### src/sv/rope_pkg.sv
package rope_pkg;

    localparam int MAX_HEAD   = 256;
    localparam int HALF_DEPTH = MAX_HEAD / 2;
    localparam int ADDR_W     = $clog2(HALF_DEPTH);
    localparam int IDX_W      = 8;
    localparam int CFG_W      = 9;
    localparam int CFG_IDX_W  = 2;
    localparam int VAL_W      = 16;
    localparam int OUTQ_DEPTH = 8;
    localparam int OUTQ_PTR_W = $clog2(OUTQ_DEPTH);
    localparam int OUTQ_CNT_W = $clog2(OUTQ_DEPTH + 1);

    localparam logic [CFG_IDX_W-1:0] REG_HEAD_SIZE    = 2'd0;
    localparam logic [CFG_IDX_W-1:0] REG_ROTATED_SIZE = 2'd1;

    typedef enum logic [1:0] {
        KIND_NONE,
        KIND_PASS,
        KIND_ROT
    } rope_kind_t;

    typedef struct packed {
        logic signed [VAL_W-1:0] value;
        logic signed [VAL_W-1:0] cos_v;
        logic signed [VAL_W-1:0] sin_v;
    } rope_entry_t;

    typedef struct packed {
        rope_kind_t              kind;
        logic signed [VAL_W-1:0] x;
        logic [IDX_W-1:0]        idx_i;
        logic [IDX_W-1:0]        idx_p;
        logic                    done;
        logic                    err;
    } rope_ctl_t;

    typedef struct packed {
        logic signed [VAL_W-1:0] value;
        logic [IDX_W-1:0]        index;
        logic                    last;
        logic                    done;
        logic                    err;
    } rope_res_t;

endpackage

### src/sv/rope_rotate.sv
module rope_rotate (
    input  logic                   clk,
    input  logic                   rst_n,
    input  rope_pkg::rope_ctl_t    ctl,
    input  rope_pkg::rope_entry_t  pair,
    output logic [1:0]             push_cnt,
    output rope_pkg::rope_res_t    res0,
    output rope_pkg::rope_res_t    res1
);
    import rope_pkg::*;

    function automatic logic signed [VAL_W-1:0] round_sat(input logic signed [32:0] v);
        logic signed [33:0] t;
        logic signed [19:0] q;
        t = {v[32], v} + 34'sd8192;
        q = t[33:14];
        if (q > 20'sd32767)
        begin
            return 16'sh7fff;
        end
        else if (q < -20'sd32768)
        begin
            return 16'sh8000;
        end
        return q[15:0];
    endfunction

    rope_kind_t         kind_reg;
    rope_ctl_t          ctl_reg;
    logic signed [31:0] p_x0c_reg;
    logic signed [31:0] p_x1s_reg;
    logic signed [31:0] p_x1c_reg;
    logic signed [31:0] p_x0s_reg;
    logic signed [32:0] sum_a;
    logic signed [32:0] sum_b;

    always_ff @(posedge clk or negedge rst_n)
    begin
        if (!rst_n)
        begin
            kind_reg <= KIND_NONE;
        end
        else
        begin
            kind_reg <= ctl.kind;
        end
    end

    always_ff @(posedge clk)
    begin
        ctl_reg   <= ctl;
        p_x0c_reg <= pair.value * pair.cos_v;
        p_x1s_reg <= ctl.x * pair.sin_v;
        p_x1c_reg <= ctl.x * pair.cos_v;
        p_x0s_reg <= pair.value * pair.sin_v;
    end

    assign sum_a = 33'(p_x0c_reg) - 33'(p_x1s_reg);
    assign sum_b = 33'(p_x1c_reg) + 33'(p_x0s_reg);

    always_comb
    begin
        res0     = '{value: ctl_reg.x, index: ctl_reg.idx_p, last: 1'b1,
                     done: ctl_reg.done, err: ctl_reg.err};
        res1     = res0;
        push_cnt = 2'd0;
        unique case (kind_reg)
            KIND_PASS:
            begin
                push_cnt = 2'd1;
            end
            KIND_ROT:
            begin
                push_cnt = 2'd2;
                res0 = '{value: round_sat(sum_a), index: ctl_reg.idx_i, last: 1'b0,
                         done: 1'b0, err: 1'b0};
                res1 = '{value: round_sat(sum_b), index: ctl_reg.idx_p, last: 1'b1,
                         done: ctl_reg.done, err: 1'b0};
            end
            default:
            begin
                push_cnt = 2'd0;
            end
        endcase
    end

endmodule

### config.mk
export PLATFORM = sky130hd
export DESIGN_NAME = rope_rotate
export DESIGN_NICKNAME = d
export VERILOG_FILES = /design/src/sv/rope_pkg.sv /design/src/sv/rope_rotate.sv
export SDC_FILE = /design/constraint.sdc
export NUM_CORES = 2
export LEC_CHECK = 0
export BUFFER_PORTS_ARGS = -buffer_cell sky130_fd_sc_hd__buf_2
export CAP_MARGIN = 30
export CELL_PAD_IN_SITES_DETAIL_PLACEMENT = 2
export CELL_PAD_IN_SITES_GLOBAL_PLACEMENT = 2
export CORE_UTILIZATION = 46
export DETAILED_ROUTE_END_ITERATION = 10
export PLACE_DENSITY = 0.92
export SETUP_SLACK_MARGIN = 0.02
export SYNTH_ARGS = -nofsm -noshare
export SYNTH_HDL_FRONTEND = slang
export SYNTH_SLANG_ARGS = --single-unit
### constraint.sdc
create_clock -name clk -period 5.8 [get_ports clk]
set_input_delay 0 -clock clk [delete_from_list [all_inputs] [get_ports clk]]
set_output_delay 0 -clock clk [all_outputs]
set_load 0.01 [all_outputs]
==> results of run 1 <==
-- logic make-up after synthesis --
family,Yosys count
adders and majority gates,1500
buffers and inverters,1417
and+or+nand+nor,1384
AOI/OAI and AO/OA,422
xor gates and xnor gates,173
DFF,164
muxes,2
other,1
-- stage by stage --
step | setup TNS, ns | utilization, %
2_1_floorplan | 0 | -
3_3_place_gp | -12.35 | 52.34
3_5_place_dp | -40.54 | 52.44
-- Yosys cell counts, types with 14 or more instances --
library cell	instances
inv_1	1196
fa_1	1048
nand2_1	554
and2_1	505
ha_1	452
clkbuf_1	200
dfxtp_1	162
nor2_1	145
a21oi_1	141
xnor2_1	135
a21o_1	68
o21ai_0	51
nand3_1	43
xor2_1	38
nor3_1	35
o21bai_1	35
nand2b_1	26
nand4_1	21
a41oi_1	16
o21a_1	14
==> key figures, run 1 <==
Status
  – Status: stopped before the end
  – Run Error: [ERROR DPL-0033] detailed placement checks failed during check placement.
  – Fail Step: clock tree synthesis

Placement
  – Placed insts: 6,803
  – Post-DP HPWL: 202,200 µm
  – IO buf count: 140
  – Final GP Congestion: 0.9200
  – DP Area: ~53,000 µm²
  – Worst slack, placed: -1.519 ns

Synthesis
  – Synthesized area: 46,550 µm²
  – Post-synth EDFFs: 0
  – Share of the synthesized area in the top cell type: 45.07%
  – Multiplexer area fraction after synthesis: less than 1%
  – Largest family of logic cells by synthesized area: adder cells
  – Distinct cells, synth: between 70 and 80
  – Syn Nets: 6,649
  – Ys Warns: 0
  – Top cells by area, synth: fa_1 (45%), ha_1 (12%), inv_1 (9.6%)
  – Asr flop ratio synth: 1.220%
  – Post-synthesis sequential area ratio: 7.074%
  – Mapped Cells: 5,063
  – Prevailing post-synth register cell: dfxtp_1
  – Simple logic cell fraction of the synthesized area: ~15%
  – Post-synthesis adder-cell area fraction: 57.22%
  – Post-synth top area cell: fa_1
  – Synth Area per Inst: 9.195 µm²
  – Synth Area in XOR/XNOR: 3.255%
  – Post-synthesis compound-gate area fraction: under 10%
  – Flops & latches, synth: approximately 160

Clock tree
  – Hold_buf cts: 37
  – Clock sinks: approximately 160
  – CTS resizes: ~400
  – CTS buffer count: 17
  – Post-CTS Setup Inserts: 36
  – CTS max path bufs: 2
  – H-tree depth: 4
  – Clock root buffer master: clkbuf_16

Die
  – Initial Util: a little under half
  – Die X: roughly 320 µm
  – Ports: about 140
  – Num rows: 116
  – Die H: 320.1 µm
==> run 2, diff against run 1 <==
==> config.mk (replaced) <==
export PLATFORM = sky130hd
export DESIGN_NAME = rope_rotate
export DESIGN_NICKNAME = d
export VERILOG_FILES = /design/src/sv/rope_pkg.sv /design/src/sv/rope_rotate.sv
export SDC_FILE = /design/constraint.sdc
export NUM_CORES = 2
export LEC_CHECK = 0
export BUFFER_PORTS_ARGS = -buffer_cell sky130_fd_sc_hd__buf_2
export CAP_MARGIN = 30
export CORE_UTILIZATION = 33
export DETAILED_ROUTE_END_ITERATION = 10
export PLACE_DENSITY_LB_ADDON = 0.15
export SYNTH_ARGS = -nofsm -noshare
export SYNTH_HDL_FRONTEND = slang
export SYNTH_SLANG_ARGS = --single-unit
==> key figures, run 2 <==
Status
  – Status: complete, no violations

Setup path
  – Req. time, crit path: 5.80 ns
  – Type of origin of the critical path: flip-flop
  – Critical Path AT: 5.77 ns
  – Critical path class: flip-flop to output port
  – Setup crit end kind: output port
  – CP max FO: 15

Die
  – Initial Util: 33.32% (-13 points)
  – Core box area: 139,700 µm²
  – Die ar.: ~140,000 µm²
  – Ports: 142 (unchanged)
  – Num rows: 137 (+18%)
  – Die X: 377.6 µm (+18%)
  – Die H: 377.6 µm (+18%)

Synthesis
  – Synth Area per Inst: 9.195 µm² (unchanged)
  – Commonest cells in the netlist: inv_1 (1,196), fa_1 (1,048), nand2_1 (554)
  – Asr flop ratio synth: 1.220% (unchanged)
  – Post-synth EDFFs: 0 (unchanged)
  – Syn Nets: 6,649 (unchanged)
  – Post-synth top area cell: fa_1
  – Share of the synthesized area in the top cell type: 45.07% (unchanged)
  – Mapped Cells: 5,063 (unchanged)
  – Top cells by area, synth: fa_1 (45%), ha_1 (12%), inv_1 (9.6%)
  – Top-count cell post-synth: inv_1
  – Ys Warns: 0 (unchanged)
  – Post-synthesis sequential area ratio: 7.074% (unchanged)
  – Distinct cells, synth: 79 (unchanged)
  – Prevailing post-synth register cell: dfxtp_1
  – Synthesized area: 46,550 µm² (unchanged)
  – Flops & latches, synth: 164 (unchanged)

Clock tree
  – H-tree depth: 4 (unchanged)
  – CTS clk-pin slew, worst paths: 0.08 ns
  – CTS buffer count: 17 (unchanged)
  – Clock root buffer master: clkbuf_16
  – TritonCTS clock tree: built
  – CTS max path bufs: 2 (unchanged)
  – Clock sinks: 164 (unchanged)

Detailed routing
  – First-pass DRT Iterations: 5
  – Wire per inst: 17.67 µm
  – Drt total wl: ~130,000 µm
  – Final routed DRC violation total: 0
  – Final ANT Viol Nets: 0
  – DR iter-0 viols: roughly 1,900
  – DR vias/cell: roughly 4.6
  – Vias: 34,310

Cells and area
  – Fillers: between 10,000 and 15,000
  – Register area: 3293 µm²
  – Final Non-Filler Cells: 7,498
  – Fin util: 39.52%
  – Area grow syn2layout: 18.59%
  – Largest register FFs: 34
  – NumNets Final: ~7,200
  – Share of layout cells above drive strength 1: approximately 15%
  – Final instance area: 55,210 µm²
  – Most frequent cells in the layout: inv_1 (1,193), fa_1 (1,036), nand2_1 (550), and2_1 (502), buf_4 (498)
  – Commonest non-fill, non-tap cell in the layout: inv_1
  – Multi-input combinational cell area: 38,320 µm²

STA
  – Final Hold Violating Endpoints: 0
  – Final Cycle Share: approximately 100%
  – # setup viols final: 0
  – Tmin final: 5.772 ns
  – Slew headroom: 34.45%
  – Final slew viol count: 0
  – Slew @ Worst Pin: 0.9797 ns
  – RSZ-0062 raised after global routing: yes
  – Fmax: ~0.17 GHz

Placement
  – Final GP Congestion: 0.8696 (-5.5%)
  – Placed insts: 7,412 (+9.0%)
  – DP Area: 53,440 µm² (+1.8%)
  – Post-DP HPWL: 116,300 µm (-42%)
  – IO buf count: 140 (unchanged)

Worst hold path
  – Hold Crit Class: primary input to flip-flop

Job
  – Max cap viols: 0

GRT
  – Total congestion overflow: 0
  – First-pass GRT wire length: around 210,000 µm
  – Initial antenna violation count: 13
  – Largest net degree at the start of global routing: 42
  – Vias in the first global route: 36,460
  – GRT Resource Usage Total: roughly a fifth
-- run 2: worst paths after layout --
kind | from | endpoint | depth (start not counted)
hold / removal | pair[17] | p_x1c_reg[1] | 3
min in group asynchronous | rst_n | kind_reg[0] | 3
setup / recovery | p_x1c_reg[16] | res1[20] | 14
max in group asynchronous | rst_n | kind_reg[1] | 3
-- run 2: metal layers --
metal  up-vias  share of wire (%)  GRT usage, %
met5         -              0.018             0
met4         4                2.6         4.993
met3        79                5.4         3.533
met2       694                 45         30.88
met1     17360                 47         27.60
li1      16170                  -             -
-- run 2: area by class of cell --
class | instances | area share (%)
multi-input cells | 3482 | 69.41
clock buffers | 17 | 0.7706
diodes | 7 | 0.03173
inverters | 1198 | 8.145
clock inverters | 15 | 0.3264
repair buffers | 739 | 11.10
well taps | 1876 | 4.252
flip-flops and latches | 164 | 5.965
-- run 2: logic make-up after synthesis --
| group | Yosys count | synth area share [%] |
|---|---|---|
| buffers and inverters | 1417 | 11.54 |
| muxes | 2 | 0.04301 |
| xor gates and xnor gates | 173 | 3.255 |
| DFF | 164 | 7.074 |
| adders and majority gates | 1500 | 57.22 |
| other | 1 | 0.008055 |
| and+or+nand+nor | 1384 | 14.79 |
| AOI/OAI and AO/OA | 422 | 6.080 |
-- run 2: through the flow --
stage                     setup TNS [ns]  setup slack [ns]  hold WS, ns
after floorplan                        0          0.005107      -0.2956
after global routing             -0.1070          -0.08416     0.008642
after CTS                       -0.07947          -0.07947      0.02220
final                                  0           0.02812     0.003290
after detailed placement          -16.45            -1.056      -0.2123
after global placement            -15.34            -1.174      -0.2154
-- run 2: timing repair --
action                                  in CTS  in global routing
gates cloned                                 0                  1
endpoints found under the hold margin       37                  1
resized for setup                           18                179
hold buffers                                36                  1
endpoints found under the setup margin       7                 31
pin swaps                                    5                 70
buffers inserted                             0                 12
-- run 2: critical path: stages (launching register included) --
cell,delay (ns)
dfxtp_1,0.42
ha_1,0.27
ha_1,0.40
nand2_1,0.07
o21ai_0,0.39
nor2_1,0.10
a211oi_1,0.72
o21ai_0,0.44
a211o_1,0.39
o211ai_1,0.17
o31ai_1,0.22
o211ai_4,0.53
nand3_1,0.13
a21oi_1,0.71
buf_2,0.27
Power of run 2 is left out: the tool's default activity adds up to more than one toggle a clock period on the data nets, which glitch-free logic cannot reach.
