$ cat config.mk
export PLATFORM = sky130hd
export DESIGN_NAME = rope_outq
export DESIGN_NICKNAME = d
export VERILOG_FILES = /design/src/sv/rope_pkg.sv /design/src/sv/rope_outq.sv
export SDC_FILE = /design/constraint.sdc
export NUM_CORES = 1
export LEC_CHECK = 0
export BUFFER_PORTS_ARGS = -buffer_cell sky130_fd_sc_hd__clkbuf_2
export CAP_MARGIN = 20
export CORE_AREA = 4 4 190 146
export DETAILED_ROUTE_END_ITERATION = 8
export DIE_AREA = 0 0 194 150
export GPL_ROUTABILITY_DRIVEN = 0
export GPL_TIMING_DRIVEN = 0
export PLACE_DENSITY_LB_ADDON = 0.1
export SETUP_SLACK_MARGIN = 0.05
export SYNTH_ARGS = -nofsm -noshare
export SYNTH_HDL_FRONTEND = slang
export SYNTH_SLANG_ARGS = --single-unit
$ cat constraint.sdc
create_clock -name clk -period 3.71 [get_ports clk]
set_clock_uncertainty 0.15 [all_clocks]
set_input_delay 0.5565 -clock clk [delete_from_list [all_inputs] [get_ports clk]]
set_output_delay 0.5565 -clock clk [all_outputs]
set_load 0.02 [all_outputs]
$ cat src/sv/rope_pkg.sv
package rope_pkg;

    localparam int MAX_HEAD   = 256;
    localparam int HALF_DEPTH = MAX_HEAD / 2;
    localparam int ADDR_W     = $clog2(HALF_DEPTH);
    localparam int IDX_W      = 8;
    localparam int CFG_W      = 9;
    localparam int CFG_IDX_W  = 2;
    localparam int VAL_W      = 16;
    localparam int OUTQ_DEPTH = 8;
    localparam int OUTQ_PTR_W = $clog2(OUTQ_DEPTH);
    localparam int OUTQ_CNT_W = $clog2(OUTQ_DEPTH + 1);

    localparam logic [CFG_IDX_W-1:0] REG_HEAD_SIZE    = 2'd0;
    localparam logic [CFG_IDX_W-1:0] REG_ROTATED_SIZE = 2'd1;

    typedef enum logic [1:0] {
        KIND_NONE,
        KIND_PASS,
        KIND_ROT
    } rope_kind_t;

    typedef struct packed {
        logic signed [VAL_W-1:0] value;
        logic signed [VAL_W-1:0] cos_v;
        logic signed [VAL_W-1:0] sin_v;
    } rope_entry_t;

    typedef struct packed {
        rope_kind_t              kind;
        logic signed [VAL_W-1:0] x;
        logic [IDX_W-1:0]        idx_i;
        logic [IDX_W-1:0]        idx_p;
        logic                    done;
        logic                    err;
    } rope_ctl_t;

    typedef struct packed {
        logic signed [VAL_W-1:0] value;
        logic [IDX_W-1:0]        index;
        logic                    last;
        logic                    done;
        logic                    err;
    } rope_res_t;

endpackage

$ cat src/sv/rope_outq.sv
module rope_outq (
    input  logic                 clk,
    input  logic                 rst_n,
    input  logic [1:0]           push_cnt,
    input  rope_pkg::rope_res_t  din0,
    input  rope_pkg::rope_res_t  din1,
    output logic                 dout_valid,
    input  logic                 dout_ready,
    output rope_pkg::rope_res_t  dout
);
    import rope_pkg::*;

    rope_res_t               entries_reg [OUTQ_DEPTH];
    logic [OUTQ_PTR_W-1:0]   wr_ptr_reg;
    logic [OUTQ_PTR_W-1:0]   wr_ptr_next;
    logic [OUTQ_PTR_W-1:0]   rd_ptr_reg;
    logic [OUTQ_PTR_W-1:0]   rd_ptr_next;
    logic [OUTQ_CNT_W-1:0]   count_reg;
    logic [OUTQ_CNT_W-1:0]   count_next;
    logic                    pop;

    assign dout_valid  = (count_reg != '0);
    assign dout        = entries_reg[rd_ptr_reg];
    assign pop         = dout_valid && dout_ready;
    assign wr_ptr_next = wr_ptr_reg + OUTQ_PTR_W'(push_cnt);
    assign rd_ptr_next = rd_ptr_reg + OUTQ_PTR_W'(pop);
    assign count_next  = count_reg + OUTQ_CNT_W'(push_cnt) - OUTQ_CNT_W'(pop);

    always_ff @(posedge clk)
    begin
        if (push_cnt != 2'd0)
        begin
            entries_reg[wr_ptr_reg] <= din0;
        end
        if (push_cnt == 2'd2)
        begin
            entries_reg[wr_ptr_reg + OUTQ_PTR_W'(1)] <= din1;
        end
    end

    always_ff @(posedge clk or negedge rst_n)
    begin
        if (!rst_n)
        begin
            wr_ptr_reg <= '0;
            rd_ptr_reg <= '0;
            count_reg  <= '0;
        end
        else
        begin
            wr_ptr_reg <= wr_ptr_next;
            rd_ptr_reg <= rd_ptr_next;
            count_reg  <= count_next;
        end
    end

endmodule
== Yosys cells after proc, flatten, opt, wreduce, memory -nomap -nowiden ==
Memory sizes are Yosys's and may differ from the RTL's.
Index checks and enable logic that the tools add are counted.

* Bits of input ports: 59
* Memory bits (read-only): 0
* Logic and storage cells: 17
* RAM bits: 216
* Output and inout port bits: 28
* Memories: 1
* Register bits: 10
* Bits in latches: 0

{| class="wikitable"
|+ Memory list
! memory !! words !! bits a word !! read ports !! clocked after Yosys merged registers in !! wr ports !! line !! RTL
|-
| entries_reg || 8 || 27 || 1 || 0 || 2 || rope_outq.sv:13 || <nowiki>rope_res_t entries_reg [OUTQ_DEPTH];</nowiki>
|}

* $add $sub $neg: 5
* Multiply operators: 0
* Bitwise operators: 0
* Reductions and logical operators: 3
* Shift operators: 0
* $lt $le $gt $ge: 0
* Eq/ne operators: 1
* Multiplexer cells: 4
* Div/mod/pow operators: 0

{| class="wikitable"
|+ Operators by type and width
! cell !! number
|-
| 4-bit by 2-bit adder with 4-bit output || 1
|-
| 1-bit 2-to-1 mux || 4
|-
| 4-bit nonzero test || 1
|-
| 4-bit by 1-bit subtractor with 4-bit output || 1
|-
| 3-bit by 1-bit adder with 3-bit output || 1
|-
| 3-bit by 1-bit adder with 3-bit output (second input constant) || 1
|-
| 3-bit by 2-bit adder with 3-bit output || 1
|-
| 2-bit equality test (second input constant) || 1
|-
| 2-bit nonzero test || 1
|-
| 1-bit logical AND || 1
|}

== Longest topological paths before layout ==
Gate-level depths: netlist of the first run.

* Depth in word-level cells: 3
* Mapped depth: 9
* Mapped depth without buffers: 9

== Worst setup path before layout of the first run ==
No wires, ideal clock.

* Path kind: in2reg
* From: input push_cnt[1]
* To: memory entries_reg[1][0] (netlist name), enable pin
* Slack: 331 ps
* Arrival time: 2,776 ps
* Stages: 2
* Data required time: 3,107 ps
* Path buffers: 0
* Library setup time: 453 ps
* Path through: o21ai_0 -> o31ai_1

{| class="wikitable"
|+ RTL lines
! what !! line !! RTL
|-
| start: declaration || rope_outq.sv:4 || <nowiki>input logic [1:0] push_cnt,</nowiki>
|-
| end: declaration || rope_outq.sv:13 ||
|}

==> flow_summary.ini, run 1 <==
[status]
status = complete, no violations

[synth]
yosys-top-cells-area = edfxtp_1 (57%), mux2_2 (24%), mux4_2 (11%)
synth_top_area_frac = 0.568
netlist_area_um2 = 11400
yosysMostFrequentCell = mux2_2
synthFlopType = edfxtp_1
ys_warn_count = 0
async_flop_share = 0.0442
avgSynthCellArea_um2 = 18.6
synth_edf_count = 216
yosysSeqAreaShare = 0.590
syn_inst = 616
syn-num-nets = 685
synth-seq-cells = 226
ys_types = 36
synth_top_cell_by_area = edfxtp_1
synth_common_cells = mux2_2 (242), edfxtp_1 (216), mux4_2 (54)

[timing]
worst_slew_pin_slew_ps = 992
hold_viol_final = 0
relSlewSlack = 0.339
setup_viol = 0
timing.fmax_ghz = 0.286
setup_tns_ps = 0
slew_viol_final = 0
rsz0062_at_grt = false
post-route-period-util = 0.943
min_period_ps = 3500

[die]
fp.dieH_um = 150
die_w_um = 194
die-area_um2 = 29100
num_rows = 51
ios = 87
design.core.area_um2 = 25800
start_util = 0.443

[drt]
drt_pass1_iterations = 8
routed_wl_um = 29000
vias = 6401
viasPerCell = 5.80
ant_nets = 0
drcViolationCount = 0
wl_per_cell_um = 26.2
drt_first_iter_violations = 497

[min_path]
hold_class = in2reg

[setup_path]
critPathMaxFanout = 10
reg2reg_depth = 5
crit_arrival_ps = 2790
reg2reg_to = entries_reg[2][12]
start_kind = flop
startpoint = rd_ptr_reg[2]
critPathCapture = dout[20]
r2r_setup_slack_ps = 700
reg2reg_from = wr_ptr_reg[0]
crit_required_ps = 3000
cp-end-kind = output port
critical_path_class = reg2out

[job]
cap_violations = 0

[cts]
cts_root_buffer = clkbuf_16
h-tree-depth = 1
clk_pin_slew_ps = 60
clock-sinks = 226
cts_tree = built
clock_latency_ps = 510
cts_setup_buffers = 0
cts_buffers = 25
clockBufferDepth = 3

[layout]
largest_reg_flops = 216
layout-drive-gt1-share = 0.634
nets = 810
diodes = 0
area_growth_pct = 17.9

[power_and_ir_drop]
p_seq_frac = 0.355
finalPower_uw = 11100
power.density_nw_per_um2 = 824
p_leak_uw = 0.00472
swShare = 0.342
p_int_uw = 7300
clkPwrFrac = 0.228
netSwitchingPower_uw = 3800
ir_drop_mv = 0.401
power_frac_comb = 0.417

[global_route]
grt_use_total = 0.198
grt_pass1_vias = 6818
grt_antenna_before_repair = 2
grt_max_degree = 19
grt_pass1_wl_um = 43000
grt_overflow_total = 0

[placed_design]
port_buffers = 86
hpwl_um = 18600
## per-layer routing
layer,vias to the layer above,GRT usage,routed length (µm)
met3,40,0.0322,1410
met2,166,0.342,14400
met1,3408,0.270,12700
li1,2783,-,-
met5,-,0,22
met4,4,0.0383,465
## cell type report
type / count / area (µm²)
Inverter: 11 / 41.3
Buffer: 32 / 220
Timing Repair Buffer: 98 / 683
Multi-Input combinational cell: 347 / 4540
Clock buffer: 29 / 641
Tap cell: 344 / 430
Clock inverter: 17 / 190
Fill cell: 2160 / 12300
Sequential cell: 226 / 6740
## kinds of logic (layout without fill, tap and decap cells)
kind of cell / Yosys count / count (layout) / synth area share
adders and majority gates: 10 / 10 / 0.0123
and+or+nand+nor: 20 / 20 / 0.0141
muxes: 298 / 298 / 0.347
xor gates and xnor gates: 7 / 7 / 0.00865
AOI/OAI and AO/OA: 12 / 12 / 0.00635
buffers and inverters: 43 / 187 / 0.0223
DFF: 226 / 226 / 0.590
## power by group through the flow
stage / registers [µW] / clock network, µW / logic (µW)
after floorplan: 3970 / 0 / 2970
after global placement: 4070 / 0 / 4250
after detailed placement: 4000 / 0 / 4710
after CTS: 3950 / 2580 / 4730
after global routing: 4000 / 2680 / 4940
final: 3940 / 2540 / 4640
## how the worst min path moves through the flow
stage	from	to	slack (ps)	cells past startpoint
detailed placement	rst_n	wr_ptr_reg[2]	290	1
global placement	rst_n	wr_ptr_reg[2]	280	1
CTS	dout_ready	rd_ptr_reg[0]	220	3
finish	dout_ready	rd_ptr_reg[0]	250	3
floorplan	rst_n	count_reg[0]	110	0
global route	dout_ready	rd_ptr_reg[0]	270	3
## cells in the final DEF, fill, tap and decap left out, types with 3 or more instances in the layout
cell / Yosys / layout
buf_4: 11 / 12
inv_1: 11 / 11
mux2_2: 242 / 242
xnor2_1: 3 / 3
bufinv_16: 0 / 4
clkinv_1: 0 / 5
clkinv_2: 0 / 5
buf_2: 6 / 8
buf_6: 6 / 6
clkbuf_16: 0 / 25
o21ai_4: 0 / 4
inv_6: 0 / 3
dfrtp_1: 10 / 10
buf_16: 0 / 6
nand2_2: 6 / 6
ha_1: 8 / 8
nand2_1: 3 / 3
clkbuf_2: 0 / 89
edfxtp_1: 216 / 216
clkbuf_1: 7 / 8
mux4_2: 54 / 54
## repair_timing
action | in CTS | in global routing
hold buffers | 1 | 0
endpoints found under the setup margin | 21 | 0
hold endpoints to repair | 10 | 0
resized for setup | 5 | 0
## worst max-delay path: stages (launching register included)
cell      delay (ps)
dfrtp_1          320
clkbuf_1         550
clkbuf_1         780
mux2_2           460
clkbuf_2         170
## metrics by stage
step                std cells  hold slack, ps  area [µm²]  setup slack (ps)   util
detailed placement       1057             291       12600               479  0.490
finish                   1104             247       13500               211  0.523
CTS                      1104             223       13500               138  0.523
floorplan                 616             111       11400               331      -
global placement         1046             284       12300             -2280  0.477
global route             1104             268       13500              57.1  0.523
Power figures use the tool's default switching activity.
==> run 2: changes to the inputs <==
Settings changed: RECOVER_POWER set to 25.
==> run 2 against run 1 <==
Against the previous run: clock-buffer cell count is the same; routed wire length shrank 0.32%; worst hold slack lost 4.1 ps; first-iteration DRC count shrank 13%; sequential share of layout area grew 0.50 points; final cell count is the same; core utilization shrank 0.51 points; cell area shrank 0.98%; setup slack gained 5.0 ps; via count shrank 0.87%; critical path depth is the same; clock power is essentially flat; critical path type unchanged; largest cell class unchanged.
==> flow_summary.ini, run 2 (synthesis results as in run 1) <==
[setup_path]
crit_required_ps = 3000
max_stage_delay_ps = 780
cp_slowest_cell = clkbuf_1
start_kind = flop
reg2reg_to = entries_reg[7][10]
cp_top_family = buffers and inverters
critical_path_class = reg2out
r2r_setup_slack_ps = 240
critPathMaxFanout = 10
reg2reg_depth = 6
worstPathCellList = clkbuf_1 > clkbuf_1 > mux2_2 > clkbuf_2
reg2reg_from = wr_ptr_reg[1]
path_buf_inv = 3
crit_arrival_ps = 2790
crit_top_cell = clkbuf_1
cp-end-kind = output port

[drt]
ant_nets = 0
drcViolationCount = 0
vias = 6345
viasPerCell = 5.75
routed_wl_um = 28900
drt_first_iter_violations = 434
drt_pass1_iterations = 4
wl_per_cell_um = 26.1

[timing]
hold_viol_final = 0
min_period_ps = 3490
post-route-period-util = 0.942
rsz0062_at_grt = false
worst_slew_pin_slew_ps = 1080
relSlewSlack = 0.278
slew_viol_final = 0
timing.fmax_ghz = 0.286
whs_ps = 243
setup_viol = 0
setup_ws_ps = 216

[global_route]
grt_max_degree = 19
grt_pass1_wl_um = 43000
grt_overflow_total = 0
grt_pass1_vias = 6818
grt_use_total = 0.198
grt_antenna_before_repair = 2

[power_and_ir_drop]
finalPower_uw = 11000
p_leak_uw = 0.00466
ir_drop_mv = 0.402
power.density_nw_per_um2 = 823

[layout]
final_common_cell = mux2_2
nets = 810
diodes = 0
final_cell_mix = mux2_2 (242), edfxtp_1 (216), clkbuf_2 (87), mux4_2 (54), clkbuf_16 (25)
area_growth_pct = 16.8
final_cells = 1104
layout-drive-gt1-share = 0.608
fin_area_um2 = 13300
largest_reg_flops = 216
fillers = 2180

[cts]
cts_setup_buffers = 0
cts_buffers = 25
clockBufferDepth = 3
clk_pin_slew_ps = 60
h-tree-depth = 1
clock_latency_ps = 510
clock-sinks = 226
cts_tree = built
cts_root_buffer = clkbuf_16

[placed_design]
hpwl_um = 18600
placedCellCount = 1057
placed_area_um2 = 12600
dp_slack_ps = 479
port_buffers = 86

[job]
cap_violations = 0

[die]
die_w_um = 194
fp.dieH_um = 150
num_rows = 51
start_util = 0.443
design.core.area_um2 = 25800
die-area_um2 = 29100
ios = 87

[min_path]
hold_path_end = rd_ptr_reg[0]
hold_class = in2reg
hold_depth = 3
hold_path.startpoint = dout_ready

[status]
status = complete, no violations
==> run 2: worst max-delay path by stage <==
stage / slack (ps) / cells past startpoint / from / to
6_report: 220 / 4 / rd_ptr_reg[2] / dout[20]
5_1_grt: 60 / 4 / rd_ptr_reg[2] / dout[20]
3_5_place_dp: 480 / 5 / rd_ptr_reg[1] / dout[5]
4_1_cts: 140 / 4 / rd_ptr_reg[2] / dout[20]
3_3_place_gp: -2280 / 3 / push_cnt[0] / entries_reg[7][8]
2_1_floorplan: 330 / 2 / push_cnt[1] / entries_reg[1][0]
==> run 2: power by group <==
group | switching, µW | total, µW | internal [µW]
registers | 183 | 3930 | 3750
clock network | 1020 | 2540 | 1520
logic | 2530 | 4510 | 1980
total | 3730 | 11000 | 7250
==> run 2: area by class of cell <==
| class | count | area, µm² | area share |
|---|---|---|---|
| Sequential cell | 226 | 6740 | 0.505 |
| Multi-Input combinational cell | 347 | 4450 | 0.333 |
| Timing Repair Buffer | 98 | 681 | 0.0510 |
| Clock buffer | 29 | 641 | 0.0480 |
| Tap cell | 344 | 430 | 0.0323 |
| Clock inverter | 17 | 190 | 0.0143 |
| Buffer | 32 | 179 | 0.0134 |
| Inverter | 11 | 41.3 | 0.00309 |
==> run 2: stage by stage <==
stage	setup TNS (ps)	util
2_1_floorplan	0	-
3_3_place_gp	-401390	0.477
3_5_place_dp	0	0.490
4_1_cts	0	0.523
5_1_grt	0	0.518
6_report	0	0.518
==> run 2: timing repair <==
item	in CTS	in global routing
endpoints found under the setup margin	21	0
gates resized for setup	5	0
hold buffers	1	0
endpoints found under the hold margin	10	0
==> run 2: per-layer routing <==
| metal | vias up | track usage | wire [µm] |
|---|---|---|---|
| met4 | 4 | 0.0383 | 457 |
| met1 | 3368 | 0.270 | 12400 |
| met5 | - | 0 | 22 |
| li1 | 2788 | - | - |
| met2 | 145 | 0.342 | 14300 |
| met3 | 40 | 0.0322 | 1680 |
==> run 2: worst min-delay path, stage by stage <==
cell	delay, ps
clkbuf_2	100
nand2_1	130
xnor2_1	80
